<file path="config.mk">
export PLATFORM = sky130hd
export DESIGN_NAME = sync_frame_parser_fletcher_check_top
export DESIGN_NICKNAME = d
export VERILOG_FILES = /design/src/hdl/sfp_pkg.sv /design/src/hdl/sfp_store.sv /design/src/hdl/sfp_cfg.sv /design/src/hdl/sfp_ctrl.sv /design/src/hdl/sync_frame_parser_fletcher_check_top.sv
export VERILOG_INCLUDE_DIRS = /design/src /design/src/hdl
export SDC_FILE = /design/constraint.sdc
export NUM_CORES = 1
export LEC_CHECK = 0
export BUFFER_PORTS_ARGS = -buffer_cell sky130_fd_sc_hd__buf_2
export CORE_ASPECT_RATIO = 1.2
export CORE_UTILIZATION = 40
export DETAILED_ROUTE_END_ITERATION = 8
export SLEW_MARGIN = 20
export SYNTH_ARGS = -nofsm -noshare
export SYNTH_HDL_FRONTEND = slang
export SYNTH_HIERARCHICAL = 1
export SYNTH_SLANG_ARGS = --single-unit
</file>
<file path="constraint.sdc">
create_clock -name i_clk -period 7.1 [get_ports i_clk]
set_input_delay 2.13 -clock i_clk [delete_from_list [all_inputs] [get_ports i_clk]]
set_output_delay 2.13 -clock i_clk [all_outputs]
set_load 0.02 [all_outputs]
</file>
<file path="src/hdl/sync_frame_parser_fletcher_check_top_macros.svh">
// ----------------------------------------------------------------------------
// Assertion macros for the sync frame parser
// Shared property forms used by the parser control module of this block.
// ----------------------------------------------------------------------------
`ifndef SYNC_FRAME_PARSER_FLETCHER_CHECK_TOP_MACROS_SVH
`define SYNC_FRAME_PARSER_FLETCHER_CHECK_TOP_MACROS_SVH

// Same-cycle implication, disabled while reset is low
`define SFP_ASSERT_NOW(label, clk, rst_n, ante, cons, msg) \
    label: assert property (@(posedge clk) disable iff (!(rst_n)) (ante) |-> (cons)) \
        else $error(msg);

// Next-cycle implication, disabled while reset is low
`define SFP_ASSERT_NEXT(label, clk, rst_n, ante, cons, msg) \
    label: assert property (@(posedge clk) disable iff (!(rst_n)) (ante) |=> (cons)) \
        else $error(msg);

`endif

</file>
<file path="src/hdl/sfp_pkg.sv">
// ----------------------------------------------------------------------------
// Sync frame parser package
// Types, codes and constants shared by the parser modules.
// ----------------------------------------------------------------------------
package sfp_pkg;

    localparam int BYTE_W = 8;
    localparam int SIZE_W = 7;
    localparam int IDX_W  = 6;
    localparam int CFG_AW = 3;

    localparam logic [BYTE_W-1:0] SYNC_FIRST  = 8'h55;
    localparam logic [BYTE_W-1:0] SYNC_SECOND = 8'hAA;

    // Configuration reset values
    localparam logic [BYTE_W-1:0] RST_KIND_A_ID   = 8'd16;
    localparam logic [SIZE_W-1:0] RST_KIND_A_SIZE = 7'd58;
    localparam logic [BYTE_W-1:0] RST_KIND_B_ID   = 8'd32;
    localparam logic [SIZE_W-1:0] RST_KIND_B_SIZE = 7'd6;
    localparam logic [BYTE_W-1:0] RST_KIND_C_ID   = 8'd48;
    localparam logic [SIZE_W-1:0] RST_KIND_C_SIZE = 7'd12;

    // Configuration register indexes
    typedef enum logic [CFG_AW-1:0] {
        CFG_KIND_A_ID   = 3'd0,
        CFG_KIND_A_SIZE = 3'd1,
        CFG_KIND_B_ID   = 3'd2,
        CFG_KIND_B_SIZE = 3'd3,
        CFG_KIND_C_ID   = 3'd4,
        CFG_KIND_C_SIZE = 3'd5
    } t_cfg_reg;

    // Parser phases
    typedef enum logic [3:0] {
        PH_HUNT  = 4'd0,
        PH_SYNC2 = 4'd1,
        PH_ID    = 4'd2,
        PH_LEN   = 4'd3,
        PH_PAY   = 4'd4,
        PH_SUM1  = 4'd5,
        PH_SUM2  = 4'd6,
        PH_RD    = 4'd7,
        PH_LOAD  = 4'd8
    } t_phase;

endpackage

</file>
<file path="src/hdl/sfp_store.sv">
// ----------------------------------------------------------------------------
// Frame payload store
// Single-port-write, single-port-read memory with a registered read.
// ----------------------------------------------------------------------------
module sfp_store #(
    parameter int DEPTH = 64,
    parameter int AW    = 6
) (
    input  logic                      i_clk,
    input  logic                      i_we,
    input  logic [AW-1:0]             i_waddr,
    input  logic [sfp_pkg::BYTE_W-1:0] i_wdata,
    input  logic                      i_re,
    input  logic [AW-1:0]             i_raddr,
    output logic [sfp_pkg::BYTE_W-1:0] o_rdata
);

    logic [sfp_pkg::BYTE_W-1:0] r_mem [DEPTH];
    logic [sfp_pkg::BYTE_W-1:0] r_rdata;

    // Write payload bytes
    always_ff @(posedge i_clk) begin
        if (i_we) begin
            r_mem[i_waddr] <= i_wdata;
        end
    end

    // Registered read; data holds until the next read
    always_ff @(posedge i_clk) begin
        if (i_re) begin
            r_rdata <= r_mem[i_raddr];
        end
    end

    assign o_rdata = r_rdata;

endmodule

</file>
<file path="src/hdl/sfp_cfg.sv">
// ----------------------------------------------------------------------------
// Frame kind registers
// Holds the three id/size pairs and checks a received length against them.
// ----------------------------------------------------------------------------
module sfp_cfg #(
    parameter int MAX_PAYLOAD = 64
) (
    input  logic                       i_clk,
    input  logic                       i_rst_n,
    input  logic                       i_cfg_we,
    input  logic [sfp_pkg::CFG_AW-1:0] i_cfg_addr,
    input  logic [sfp_pkg::BYTE_W-1:0] i_cfg_wdata,
    input  logic [sfp_pkg::BYTE_W-1:0] i_id,
    input  logic [sfp_pkg::BYTE_W-1:0] i_len,
    output logic                       o_len_ok
);

    localparam logic [8:0] MaxP = 9'(MAX_PAYLOAD);

    logic [sfp_pkg::BYTE_W-1:0] r_a_id, r_b_id, r_c_id;
    logic [sfp_pkg::SIZE_W-1:0] r_a_size, r_b_size, r_c_size;
    logic                       a_ok, b_ok, c_ok;

    // Write registers; unknown indexes are dropped
    always_ff @(posedge i_clk) begin
        if (!i_rst_n) begin
            r_a_id   <= sfp_pkg::RST_KIND_A_ID;
            r_a_size <= sfp_pkg::RST_KIND_A_SIZE;
            r_b_id   <= sfp_pkg::RST_KIND_B_ID;
            r_b_size <= sfp_pkg::RST_KIND_B_SIZE;
            r_c_id   <= sfp_pkg::RST_KIND_C_ID;
            r_c_size <= sfp_pkg::RST_KIND_C_SIZE;
        end else if (i_cfg_we) begin
            unique case (i_cfg_addr)
                sfp_pkg::CFG_KIND_A_ID:   r_a_id   <= i_cfg_wdata;
                sfp_pkg::CFG_KIND_A_SIZE: r_a_size <= i_cfg_wdata[sfp_pkg::SIZE_W-1:0];
                sfp_pkg::CFG_KIND_B_ID:   r_b_id   <= i_cfg_wdata;
                sfp_pkg::CFG_KIND_B_SIZE: r_b_size <= i_cfg_wdata[sfp_pkg::SIZE_W-1:0];
                sfp_pkg::CFG_KIND_C_ID:   r_c_id   <= i_cfg_wdata;
                sfp_pkg::CFG_KIND_C_SIZE: r_c_size <= i_cfg_wdata[sfp_pkg::SIZE_W-1:0];
                default: ;
            endcase
        end
    end

    // Match id and size; a zero or oversized size never matches
    assign a_ok = (r_a_id == i_id) && ({1'b0, r_a_size} == i_len) && (r_a_size != '0)
                  && ({2'b00, r_a_size} <= MaxP);
    assign b_ok = (r_b_id == i_id) && ({1'b0, r_b_size} == i_len) && (r_b_size != '0)
                  && ({2'b00, r_b_size} <= MaxP);
    assign c_ok = (r_c_id == i_id) && ({1'b0, r_c_size} == i_len) && (r_c_size != '0)
                  && ({2'b00, r_c_size} <= MaxP);

    assign o_len_ok = a_ok || b_ok || c_ok;

endmodule

</file>
<file path="src/hdl/sfp_ctrl.sv">
// ----------------------------------------------------------------------------
// Frame parser control
// Sync hunt, header and payload capture, checksum test and payload readout.
// ----------------------------------------------------------------------------
module sfp_ctrl #(
    parameter int AW = 6
) (
    input  logic                       i_clk,
    input  logic                       i_rst_n,
    // byte input
    input  logic                       i_in_valid,
    output logic                       o_in_stall,
    input  logic [sfp_pkg::BYTE_W-1:0] i_rx_byte,
    // kind check
    output logic [sfp_pkg::BYTE_W-1:0] o_cur_id,
    input  logic                       i_len_ok,
    // store access
    output logic                       o_mem_we,
    output logic [AW-1:0]              o_mem_waddr,
    output logic [sfp_pkg::BYTE_W-1:0] o_mem_wdata,
    output logic                       o_mem_re,
    output logic [AW-1:0]              o_mem_raddr,
    input  logic [sfp_pkg::BYTE_W-1:0] i_mem_rdata,
    // result output
    output logic                       o_out_valid,
    input  logic                       i_out_stall,
    output logic [sfp_pkg::BYTE_W-1:0] o_frame_id,
    output logic [sfp_pkg::IDX_W-1:0]  o_byte_index,
    output logic [sfp_pkg::BYTE_W-1:0] o_payload_byte,
    output logic                       o_last_byte
);

    `include "sync_frame_parser_fletcher_check_top_macros.svh"

    sfp_pkg::t_phase              r_phase, n_phase;
    logic [sfp_pkg::SIZE_W-1:0]   r_count, n_count;
    logic [sfp_pkg::SIZE_W-1:0]   r_rd_idx, n_rd_idx;
    logic [sfp_pkg::BYTE_W-1:0]   r_id, n_id;
    logic [sfp_pkg::SIZE_W-1:0]   r_length, n_length;
    logic [sfp_pkg::BYTE_W-1:0]   r_sum_one, n_sum_one;
    logic [sfp_pkg::BYTE_W-1:0]   r_sum_two, n_sum_two;
    logic                         r_out_valid, n_out_valid;
    logic [sfp_pkg::BYTE_W-1:0]   r_out_id;
    logic [sfp_pkg::IDX_W-1:0]    r_out_idx;
    logic [sfp_pkg::BYTE_W-1:0]   r_out_byte;
    logic                         r_out_last;
    logic                         in_acc;
    logic                         slot_free;
    logic                         load;
    logic                         rd_last;
    logic [sfp_pkg::BYTE_W-1:0]   sum_one_add;
    logic [7:0]                   cnt_inc;
    logic [7:0]                   rd_inc;

    assign in_acc      = i_in_valid && !o_in_stall;
    assign slot_free   = !r_out_valid || !i_out_stall;
    assign load        = (r_phase == sfp_pkg::PH_LOAD) && slot_free;
    assign sum_one_add = r_sum_one + i_rx_byte;
    assign cnt_inc     = {1'b0, r_count} + 8'd1;
    assign rd_inc      = {1'b0, r_rd_idx} + 8'd1;
    assign rd_last     = (rd_inc == {1'b0, r_length});

    // Next phase, sums and store access
    always_comb begin
        n_phase     = r_phase;
        n_count     = r_count;
        n_rd_idx    = r_rd_idx;
        n_id        = r_id;
        n_length    = r_length;
        n_sum_one   = r_sum_one;
        n_sum_two   = r_sum_two;
        n_out_valid = r_out_valid && i_out_stall;
        o_in_stall  = 1'b0;
        o_mem_we    = 1'b0;
        o_mem_re    = 1'b0;
        unique case (r_phase)
            sfp_pkg::PH_HUNT: begin
                if (in_acc) begin
                    n_phase = (i_rx_byte == sfp_pkg::SYNC_FIRST) ? sfp_pkg::PH_SYNC2
                                                                 : sfp_pkg::PH_HUNT;
                end
            end
            sfp_pkg::PH_SYNC2: begin
                if (in_acc) begin
                    if (i_rx_byte == sfp_pkg::SYNC_SECOND) begin
                        n_sum_one = '0;
                        n_sum_two = '0;
                        n_phase   = sfp_pkg::PH_ID;
                    end else begin
                        n_phase = sfp_pkg::PH_HUNT;
                    end
                end
            end
            sfp_pkg::PH_ID: begin
                if (in_acc) begin
                    n_id      = i_rx_byte;
                    n_sum_one = sum_one_add;
                    n_sum_two = r_sum_two + sum_one_add;
                    n_phase   = sfp_pkg::PH_LEN;
                end
            end
            sfp_pkg::PH_LEN: begin
                if (in_acc) begin
                    if (i_len_ok) begin
                        n_length  = i_rx_byte[sfp_pkg::SIZE_W-1:0];
                        n_count   = '0;
                        n_sum_one = sum_one_add;
                        n_sum_two = r_sum_two + sum_one_add;
                        n_phase   = sfp_pkg::PH_PAY;
                    end else begin
                        n_phase = sfp_pkg::PH_HUNT;
                    end
                end
            end
            sfp_pkg::PH_PAY: begin
                if (in_acc) begin
                    o_mem_we  = 1'b1;
                    n_count   = cnt_inc[sfp_pkg::SIZE_W-1:0];
                    n_sum_one = sum_one_add;
                    n_sum_two = r_sum_two + sum_one_add;
                    if (cnt_inc >= {1'b0, r_length}) begin
                        n_phase = sfp_pkg::PH_SUM1;
                    end
                end
            end
            sfp_pkg::PH_SUM1: begin
                if (in_acc) begin
                    n_phase = (i_rx_byte == r_sum_one) ? sfp_pkg::PH_SUM2 : sfp_pkg::PH_HUNT;
                end
            end
            sfp_pkg::PH_SUM2: begin
                if (in_acc) begin
                    n_rd_idx = '0;
                    n_phase  = (i_rx_byte == r_sum_two) ? sfp_pkg::PH_RD : sfp_pkg::PH_HUNT;
                end
            end
            sfp_pkg::PH_RD: begin
                o_in_stall = 1'b1;
                o_mem_re   = 1'b1;
                n_phase    = sfp_pkg::PH_LOAD;
            end
            sfp_pkg::PH_LOAD: begin
                o_in_stall = 1'b1;
                if (slot_free) begin
                    n_out_valid = 1'b1;
                    n_rd_idx    = rd_inc[sfp_pkg::SIZE_W-1:0];
                    n_phase     = rd_last ? sfp_pkg::PH_HUNT : sfp_pkg::PH_RD;
                end
            end
            default: begin
                n_phase = sfp_pkg::PH_HUNT;
            end
        endcase
    end

    // Hold control state
    always_ff @(posedge i_clk) begin
        if (!i_rst_n) begin
            r_phase     <= sfp_pkg::PH_HUNT;
            r_count     <= '0;
            r_rd_idx    <= '0;
            r_id        <= '0;
            r_length    <= '0;
            r_sum_one   <= '0;
            r_sum_two   <= '0;
            r_out_valid <= 1'b0;
        end else begin
            r_phase     <= n_phase;
            r_count     <= n_count;
            r_rd_idx    <= n_rd_idx;
            r_id        <= n_id;
            r_length    <= n_length;
            r_sum_one   <= n_sum_one;
            r_sum_two   <= n_sum_two;
            r_out_valid <= n_out_valid;
        end
    end

    // Load the result register from the store read data
    always_ff @(posedge i_clk) begin
        if (load) begin
            r_out_id   <= r_id;
            r_out_idx  <= r_rd_idx[sfp_pkg::IDX_W-1:0];
            r_out_byte <= i_mem_rdata;
            r_out_last <= rd_last;
        end
    end

    assign o_cur_id       = r_id;
    assign o_mem_waddr    = AW'(r_count);
    assign o_mem_wdata    = i_rx_byte;
    assign o_mem_raddr    = AW'(r_rd_idx);
    assign o_out_valid    = r_out_valid;
    assign o_frame_id     = r_out_id;
    assign o_byte_index   = r_out_idx;
    assign o_payload_byte = r_out_byte;
    assign o_last_byte    = r_out_last;

    // Checks
    `SFP_ASSERT_NOW(a_pay_in_range, i_clk, i_rst_n, (r_phase == sfp_pkg::PH_PAY), (r_count < r_length), "payload write beyond frame length")
    `SFP_ASSERT_NOW(a_rd_in_range, i_clk, i_rst_n, ((r_phase == sfp_pkg::PH_RD) || (r_phase == sfp_pkg::PH_LOAD)), (r_rd_idx < r_length), "readout index beyond frame length")
    `SFP_ASSERT_NEXT(a_verified_starts_rd, i_clk, i_rst_n, (in_acc && (r_phase == sfp_pkg::PH_SUM2) && (i_rx_byte == r_sum_two)), ((r_phase == sfp_pkg::PH_RD) && (r_rd_idx == '0)), "verified frame did not start readout")
    `SFP_ASSERT_NEXT(a_last_ends_rd, i_clk, i_rst_n, (load && rd_last), ((r_phase == sfp_pkg::PH_HUNT) && r_out_valid && r_out_last), "last readout byte did not end the run")

endmodule

</file>
<file path="src/hdl/sync_frame_parser_fletcher_check_top.sv">
// ----------------------------------------------------------------------------
// Sync frame parser with Fletcher check
// Hunts 0x55 0xAA, checks id and length against three kinds, stores the
// payload, verifies two modulo-256 sums and streams out the verified payload.
// ----------------------------------------------------------------------------
// Received bytes are accepted without stall while the parser hunts, reads the
// header, stores the payload or tests the two check bytes. After the second
// check byte of a verified frame the byte input stalls while the payload is
// streamed out of the store: each payload byte is first read from the store,
// then loaded into the result register once the output slot is free, and only
// then is the next byte read. Bytes that fail a check give no result. The
// store needs no clearing after reset; every entry read out was written
// earlier in the same frame.
module sync_frame_parser_fletcher_check_top #(
    parameter int MAX_PAYLOAD = 64
) (
    input  logic                       i_clk,
    input  logic                       i_rst_n,
    // configuration
    input  logic                       i_cfg_we,
    input  logic [sfp_pkg::CFG_AW-1:0] i_cfg_addr,
    input  logic [sfp_pkg::BYTE_W-1:0] i_cfg_wdata,
    // byte input
    input  logic                       i_in_valid,
    output logic                       o_in_stall,
    input  logic [sfp_pkg::BYTE_W-1:0] i_rx_byte,
    // result output
    output logic                       o_out_valid,
    input  logic                       i_out_stall,
    output logic [sfp_pkg::BYTE_W-1:0] o_frame_id,
    output logic [sfp_pkg::IDX_W-1:0]  o_byte_index,
    output logic [sfp_pkg::BYTE_W-1:0] o_payload_byte,
    output logic                       o_last_byte
);

    localparam int AW = $clog2(MAX_PAYLOAD);

    logic [sfp_pkg::BYTE_W-1:0] cur_id;
    logic                       len_ok;
    logic                       mem_we;
    logic [AW-1:0]              mem_waddr;
    logic [sfp_pkg::BYTE_W-1:0] mem_wdata;
    logic                       mem_re;
    logic [AW-1:0]              mem_raddr;
    logic [sfp_pkg::BYTE_W-1:0] mem_rdata;

    // Frame kind registers and length check
    sfp_cfg #(
        .MAX_PAYLOAD (MAX_PAYLOAD)
    ) u_cfg (
        .i_clk       (i_clk),
        .i_rst_n     (i_rst_n),
        .i_cfg_we    (i_cfg_we),
        .i_cfg_addr  (i_cfg_addr),
        .i_cfg_wdata (i_cfg_wdata),
        .i_id        (cur_id),
        .i_len       (i_rx_byte),
        .o_len_ok    (len_ok)
    );

    // Payload store
    sfp_store #(
        .DEPTH (MAX_PAYLOAD),
        .AW    (AW)
    ) u_store (
        .i_clk   (i_clk),
        .i_we    (mem_we),
        .i_waddr (mem_waddr),
        .i_wdata (mem_wdata),
        .i_re    (mem_re),
        .i_raddr (mem_raddr),
        .o_rdata (mem_rdata)
    );

    // Parser and readout control
    sfp_ctrl #(
        .AW (AW)
    ) u_ctrl (
        .i_clk          (i_clk),
        .i_rst_n        (i_rst_n),
        .i_in_valid     (i_in_valid),
        .o_in_stall     (o_in_stall),
        .i_rx_byte      (i_rx_byte),
        .o_cur_id       (cur_id),
        .i_len_ok       (len_ok),
        .o_mem_we       (mem_we),
        .o_mem_waddr    (mem_waddr),
        .o_mem_wdata    (mem_wdata),
        .o_mem_re       (mem_re),
        .o_mem_raddr    (mem_raddr),
        .i_mem_rdata    (mem_rdata),
        .o_out_valid    (o_out_valid),
        .i_out_stall    (i_out_stall),
        .o_frame_id     (o_frame_id),
        .o_byte_index   (o_byte_index),
        .o_payload_byte (o_payload_byte),
        .o_last_byte    (o_last_byte)
    );

endmodule
</file>
**Yosys cells after proc, flatten, opt, wreduce, memory -nomap -nowiden**

Memories as Yosys holds them, arrays and structs flattened. A register that Yosys moved wholly into a read port is not among the register bits.
Cells that the tools add are included.

- Bits in registers: 118
- Bits in latches: 0
- RAM bits: 512
- ROM bits: 0
- Bits of input ports: 24
- Output and inout bits: 25
- Memories: 1

Memory list:

| memory | words | bits a word | rd ports | clocked after memory_dff | wr ports | RTL line | source |
|---|---|---|---|---|---|---|---|
| u_store.r_mem | 64 | 8 | 1 | 1 | 1 | sfp_store.sv:18 | `logic [sfp_pkg::BYTE_W-1:0] r_mem [DEPTH];` |

- Add/subtract/negate cells: 4
- $mul: 0
- Div/mod/pow operators: 0
- Magnitude comparators: 4
- Eq/ne operators: 36
- Shift-type cells: 0
- Muxes and demuxes: 41
- Bitwise operators: 0
- Reduce and logical (&&, ||, !) cells: 40

Operator list:

| kind | count |
|---|---|
| two-way mux 8 bit | 8 |
| case mux 8 bit (3 select lines) | 2 |
| == test 8 bit | 5 |
| two-way mux 4 bit | 9 |
| case mux 4 bit (9 select lines) | 1 |
| two-way mux 7 bit | 5 |
| case mux 7 bit (2 select lines) | 2 |
| == test 7 x 8 -> 1 bit | 3 |
| inequality test 2 x 1 -> 1 bit (second input constant) | 11 |
| less-or-equal comparator 7 bit (second input constant) | 3 |
| nonzero test 7 bit | 3 |
| adder 7 x 1 -> 8 bit (second input constant) | 2 |
| adder 8 bit | 2 |
| == test 4 x 3 -> 1 bit (second input constant) | 4 |
| AND reduction 2 bit | 7 |
| logical AND 1 bit | 12 |
| two-way mux 3 bit | 4 |
| two-way mux 1 bit | 9 |
| AND reduction 9 bit | 1 |
| == test 4 x 2 -> 1 bit (second input constant) | 2 |
| == test 8 x 7 -> 1 bit | 1 |
| == test 8 x 7 -> 1 bit (second input constant) | 1 |
| == test 8 bit (second input constant) | 1 |
| >= comparator 8 x 7 -> 1 bit | 1 |
| other kinds (17) | 26 |

**Longest topological paths before layout**

- Depth after elaboration: 9
- Depth in mapped cells: 14
- Mapped depth without buffers: 14

**By module**

The synthesis kept the hierarchy.

Modules (own cells, without submodules):

| module | times used | cells each | area each (sq um) | sequential area each (sq um) |
|---|---|---|---|---|
| sfp_store | 1 | 940 | 20,246.9 | 15,615.0 |
| sfp_ctrl | 1 | 436 | 4,072.7 | 1,691.6 |
| sfp_cfg | 1 | 270 | 2,262.2 | 900.9 |

**Worst setup path after synthesis**

OpenSTA, ideal clock, no wires.

- Kind: in2reg
- Start point: input port i_rx_byte[0] (netlist name)
- End point: register u_ctrl/r_sum_two[7] (netlist name)
- Arrival time: 4,808 ps
- Data required time: 7,026 ps
- Slack: 2,218 ps
- Stages: 14
- Path buffers: 0
- Cells stage by stage: ha_1 fa_1 a21o_1 a21oi_1 o21bai_1 a21oi_1 xnor2_1 ha_1 nor2_1 nor2_1 o41ai_4 xnor2_1 or4_1 a31oi_1

- Longest elaborated chain between the ends: 8

Ends and longest elaborated chain:

| item | RTL line | source |
|---|---|---|
| start, declared | sync_frame_parser_fletcher_check_top.sv:26 | `input logic [sfp_pkg::BYTE_W-1:0] i_rx_byte,` |
| branches (longest 8 deep; another with adder 8 bit) | n/a |  |
| end signal, assigned | sfp_ctrl.sv:174 | `r_sum_two <= n_sum_two;` |
| end, declared | sfp_ctrl.sv:41 | `logic [sfp_pkg::BYTE_W-1:0] r_sum_two, n_sum_two;` |

Several ways; the timed one is not identified. The select of a mux whose other input is x is not followed.
A chain may end at the register's enable or synchronous reset.

**Worst setup path in the final report**

- Start point: input port i_rx_byte[2] (netlist name)
- End point: register u_ctrl/r_count[2] (netlist name)

- Longest elaborated chain between the ends: 8

Ends and longest elaborated chain:

| item | RTL line | source |
|---|---|---|
| == test 7 x 8 -> 1 bit, on equally long branches | sfp_cfg.sv:47, sfp_cfg.sv:49 |  |
| logical AND 1 bit, on equally long branches (2 in a row) | sfp_cfg.sv:47, sfp_cfg.sv:49 |  |
| logical AND 1 bit, on equally long branches | sfp_cfg.sv:48, sfp_cfg.sv:50 |  |
| logical OR 1 bit | sfp_cfg.sv:54 | `assign o_len_ok = a_ok \|\| b_ok \|\| c_ok;` |
| logical OR 1 bit * | sfp_cfg.sv:54 |  |
| via len_ok | sync_frame_parser_fletcher_check_top.sv:39 | `logic len_ok;` |
| inequality test 2 bit (no source line) * | n/a |  |
| AND reduction 4 bit (no source line) * | n/a |  |
| end signal, assigned | sfp_ctrl.sv:169 | `r_count <= n_count;` |
| end, declared | sfp_ctrl.sv:36 | `logic [sfp_pkg::SIZE_W-1:0] r_count, n_count;` |

Mark *: on every way through the listed nets, which the timed path passes. The rest lies on a longest branch.

==> flow_summary.json <==
{
  "outcome": "completed",
  "clock_latency_ns": 0.62,
  "synth_nets": 1695,
  "io-pin-count": 49,
  "fin_util": 0.447,
  "drt_wl_total_mm": 60.9,
  "min_period_ns": 5.18,
  "syn_area_sq_um": 26600,
  "max_freq_mhz": 193,
  "first_pass_iters": 5,
  "grt_pass1_vias": 14800,
  "clk_path_buf_depth": 3,
  "setup_violations": 0,
  "fin_ws_ns": 1.92,
  "synthFlopType": "edfxtp_1",
  "syn-instance-count": 1646,
  "cts_resized": 0,
  "tritoncts": "yes",
  "synth_seq_cells": 638,
  "hold_viol_final": 0,
  "postCtsSetupBuffers": 0,
  "critical_path.top_delay_family": "simple AND/OR/NAND/NOR gates",
  "async_flop_share": 0,
  "vias": 14600,
  "grt_max_degree": 54,
  "tns_ns": 0,
  "dp_slack_ns": 1.35,
  "worstPathMaxFanout": 38,
  "drt_iter0_drc": 1329,
  "avgSynthCellArea_sq_um": 16.1,
  "hold_ws_ns": 0.418,
  "cts_root_buf": "clkbuf_16",
  "syn2layout_area_growth_pct": 10.6,
  "drive_above_1_share": 0.183,
  "cp-start-kind": "primary input",
  "worstPathCellList": "buf_2 > buf_4 > xor2_1 > nor4_1 > nand4_1 > o221ai_1 > nand2_1 > nor3_2 > nor2_1 > a22oi_1 > nor2_1",
  "final_cell_mix": "543 x edfxtp_1, 143 x nor2_1, 126 x mux4_2",
  "synth_edf_count": 543,
  "htree_levels": 2,
  "synth_cell_type_count": 73,
  "p_per_area_nw_per_um2": 251,
  "grt_overflow": 0,
  "grt_first_pass_wirelength_mm": 92.2,
  "dp_hpwl_mm": 38.4,
  "cts.sinks": 638,
  "antenna_left": 0,
  "finClkSkew_ns": 0.0138,
  "drc": 0,
  "crit_arrival_ns": 5.65,
  "start_util": 0.404,
  "die_area_sq_um": 67500,
  "path_common_cell": "nor2_1",
  "num_rows": 103,
  "slew-limit-headroom": 0.282,
  "antenna_found_initial": 0,
  "port_buffers": 48,
  "critPathKind": "in -> reg",
  "slew_violations": 0,
  "rsz0062_at_grt": "no",
  "die_w_microns": 237,
  "endpoint_kind": "flip-flop",
  "cap_violations": 0,
  "yosys_warnings": 6,
  "synth.yosys.seq_area_share": 0.685,
  "final_common_cell": "edfxtp_1",
  "tightest_slew_ns": 1.07,
  "finalCritPeriodShare": 0.729,
  "place.gp.congestion": 0.812,
  "max_stage_delay_ns": 0.66,
  "fin_nets": 1732,
  "layout.cells.non_filler": 2571,
  "core_sq_um": 65700,
  "place_inst": 2460,
  "required_ns": 7.57,
  "hold_path.class": "reg -> reg",
  "ir_drop_mv": 0.185,
  "ctsHoldBuffers": 0,
  "crit_slowest_cell": "nor3_2",
  "n_antenna_cell": 0,
  "worst-path-buf-inv": 2,
  "die_h_microns": 284,
  "avgViaCountPerCell": 5.69,
  "p_leak_nw": 9.29,
  "grt.total_usage": 0.181,
  "routedWlPerCell_microns": 23.7,
  "clkTransAtPathRegs_ns": 0.06,
  "cts_buffers": 61
}
[Yosys cell counts, types with 4 or more instances]
cell / instances / area, sq um
and3_1: 6 / 37.5
nand2_1: 119 / 447
xor2_1: 58 / 508
or3_1: 4 / 25.0
clkbuf_1: 36 / 135
buf_4: 34 / 255
buf_2: 13 / 65.1
o2111ai_1: 5 / 43.8
edfxtp_1: 543 / 16300
o221ai_1: 9 / 78.8
nor3_1: 21 / 105
a211oi_1: 7 / 52.6
mux2_2: 13 / 146
a22oi_1: 12 / 90.1
inv_1: 15 / 56.3
o22ai_1: 8 / 50.1
nand3_1: 53 / 265
o21ai_0: 15 / 75.1
a21o_1: 6 / 45.0
or4_1: 7 / 52.6
mux4_2: 126 / 2840
a21oi_1: 36 / 180
buf_1: 7 / 26.3
a21boi_1: 28 / 210
a221oi_1: 6 / 52.6
nor2_1: 143 / 537
nand2b_1: 10 / 62.6
xnor2_1: 20 / 175
o21a_1: 4 / 30.0
nor2b_1: 26 / 163
nor4_1: 17 / 106
nand4_1: 10 / 62.6
ha_1: 23 / 288
dfxtp_1: 95 / 1900
mux2i_1: 47 / 470
buf_6: 4 / 45.0
[final timing paths]
check,startpoint,endpoint,slack (ns),cells after the start
max reg2reg,u_ctrl/r_rd_idx[0],u_store/o_rdata[1],3.38,6
min,u_store/o_rdata[6],u_ctrl/o_payload_byte[6],0.42,0
max,i_rx_byte[2],u_ctrl/r_count[2],1.92,11
min reg2reg,u_store/o_rdata[6],u_ctrl/o_payload_byte[6],0.42,0
[metal layers]
layer  wire length, microns  share of wire  GRT usage  vias up
met2                  29900           0.49      0.300      489
met1                  25300           0.41      0.243     7560
met3                   3890          0.064     0.0293      108
met4                   1910          0.031     0.0632        0
met5                      0              0          0        -
li1                       -              -          -     6482
[logic make-up after synthesis]
family,synth area share
AOI/OAI and AO/OA,0.0454
muxes,0.130
adders and majority gates,0.0123
xor gates and xnor gates,0.0257
DFF,0.685
and+or+nand+nor,0.0775
buffers and inverters,0.0238
[report_power, final]
group          internal (mW)  leakage (nW)  switching (mW)
clock network           1.77         0.939            1.37
logic                 0.0414          2.72           0.118
registers               4.06          5.63         0.00955
[state kept, by name, indices dropped and copies added, names as in the netlist]
register	flops
u_cfg/r_a_id	8
u_cfg/r_a_size	7
u_cfg/r_b_id	8
u_cfg/r_b_size	7
u_cfg/r_c_id	8
u_cfg/r_c_size	7
u_ctrl/o_byte_index	6
u_ctrl/o_cur_id	8
u_ctrl/o_frame_id	8
u_ctrl/o_last_byte	1
u_ctrl/o_out_valid	1
u_ctrl/o_payload_byte	8
u_ctrl/r_count	7
u_ctrl/r_length	7
u_ctrl/r_phase	4
u_ctrl/r_rd_idx	7
u_ctrl/r_sum_one	8
u_ctrl/r_sum_two	8
u_store/o_rdata	8
u_store/r_mem	512
[final cells by class]
type,instances,area (sq um)
fill,5765,36300
sequential,638,18200
clock inverter,35,279
clock buffer,76,1640
multi-input combinational,895,7740
inverter,16,60.1
tap,840,1050
timing repair buffer,71,413
[through the flow]
step	total power, mW	area [sq um]
2_1_floorplan	4.24	26600
4_1_cts	7.45	29400
6_report	7.37	29400
3_3_place_gp	4.31	27500
3_5_place_dp	4.31	27500
5_1_grt	7.58	29400
Power figures use the tool's default switching activity.
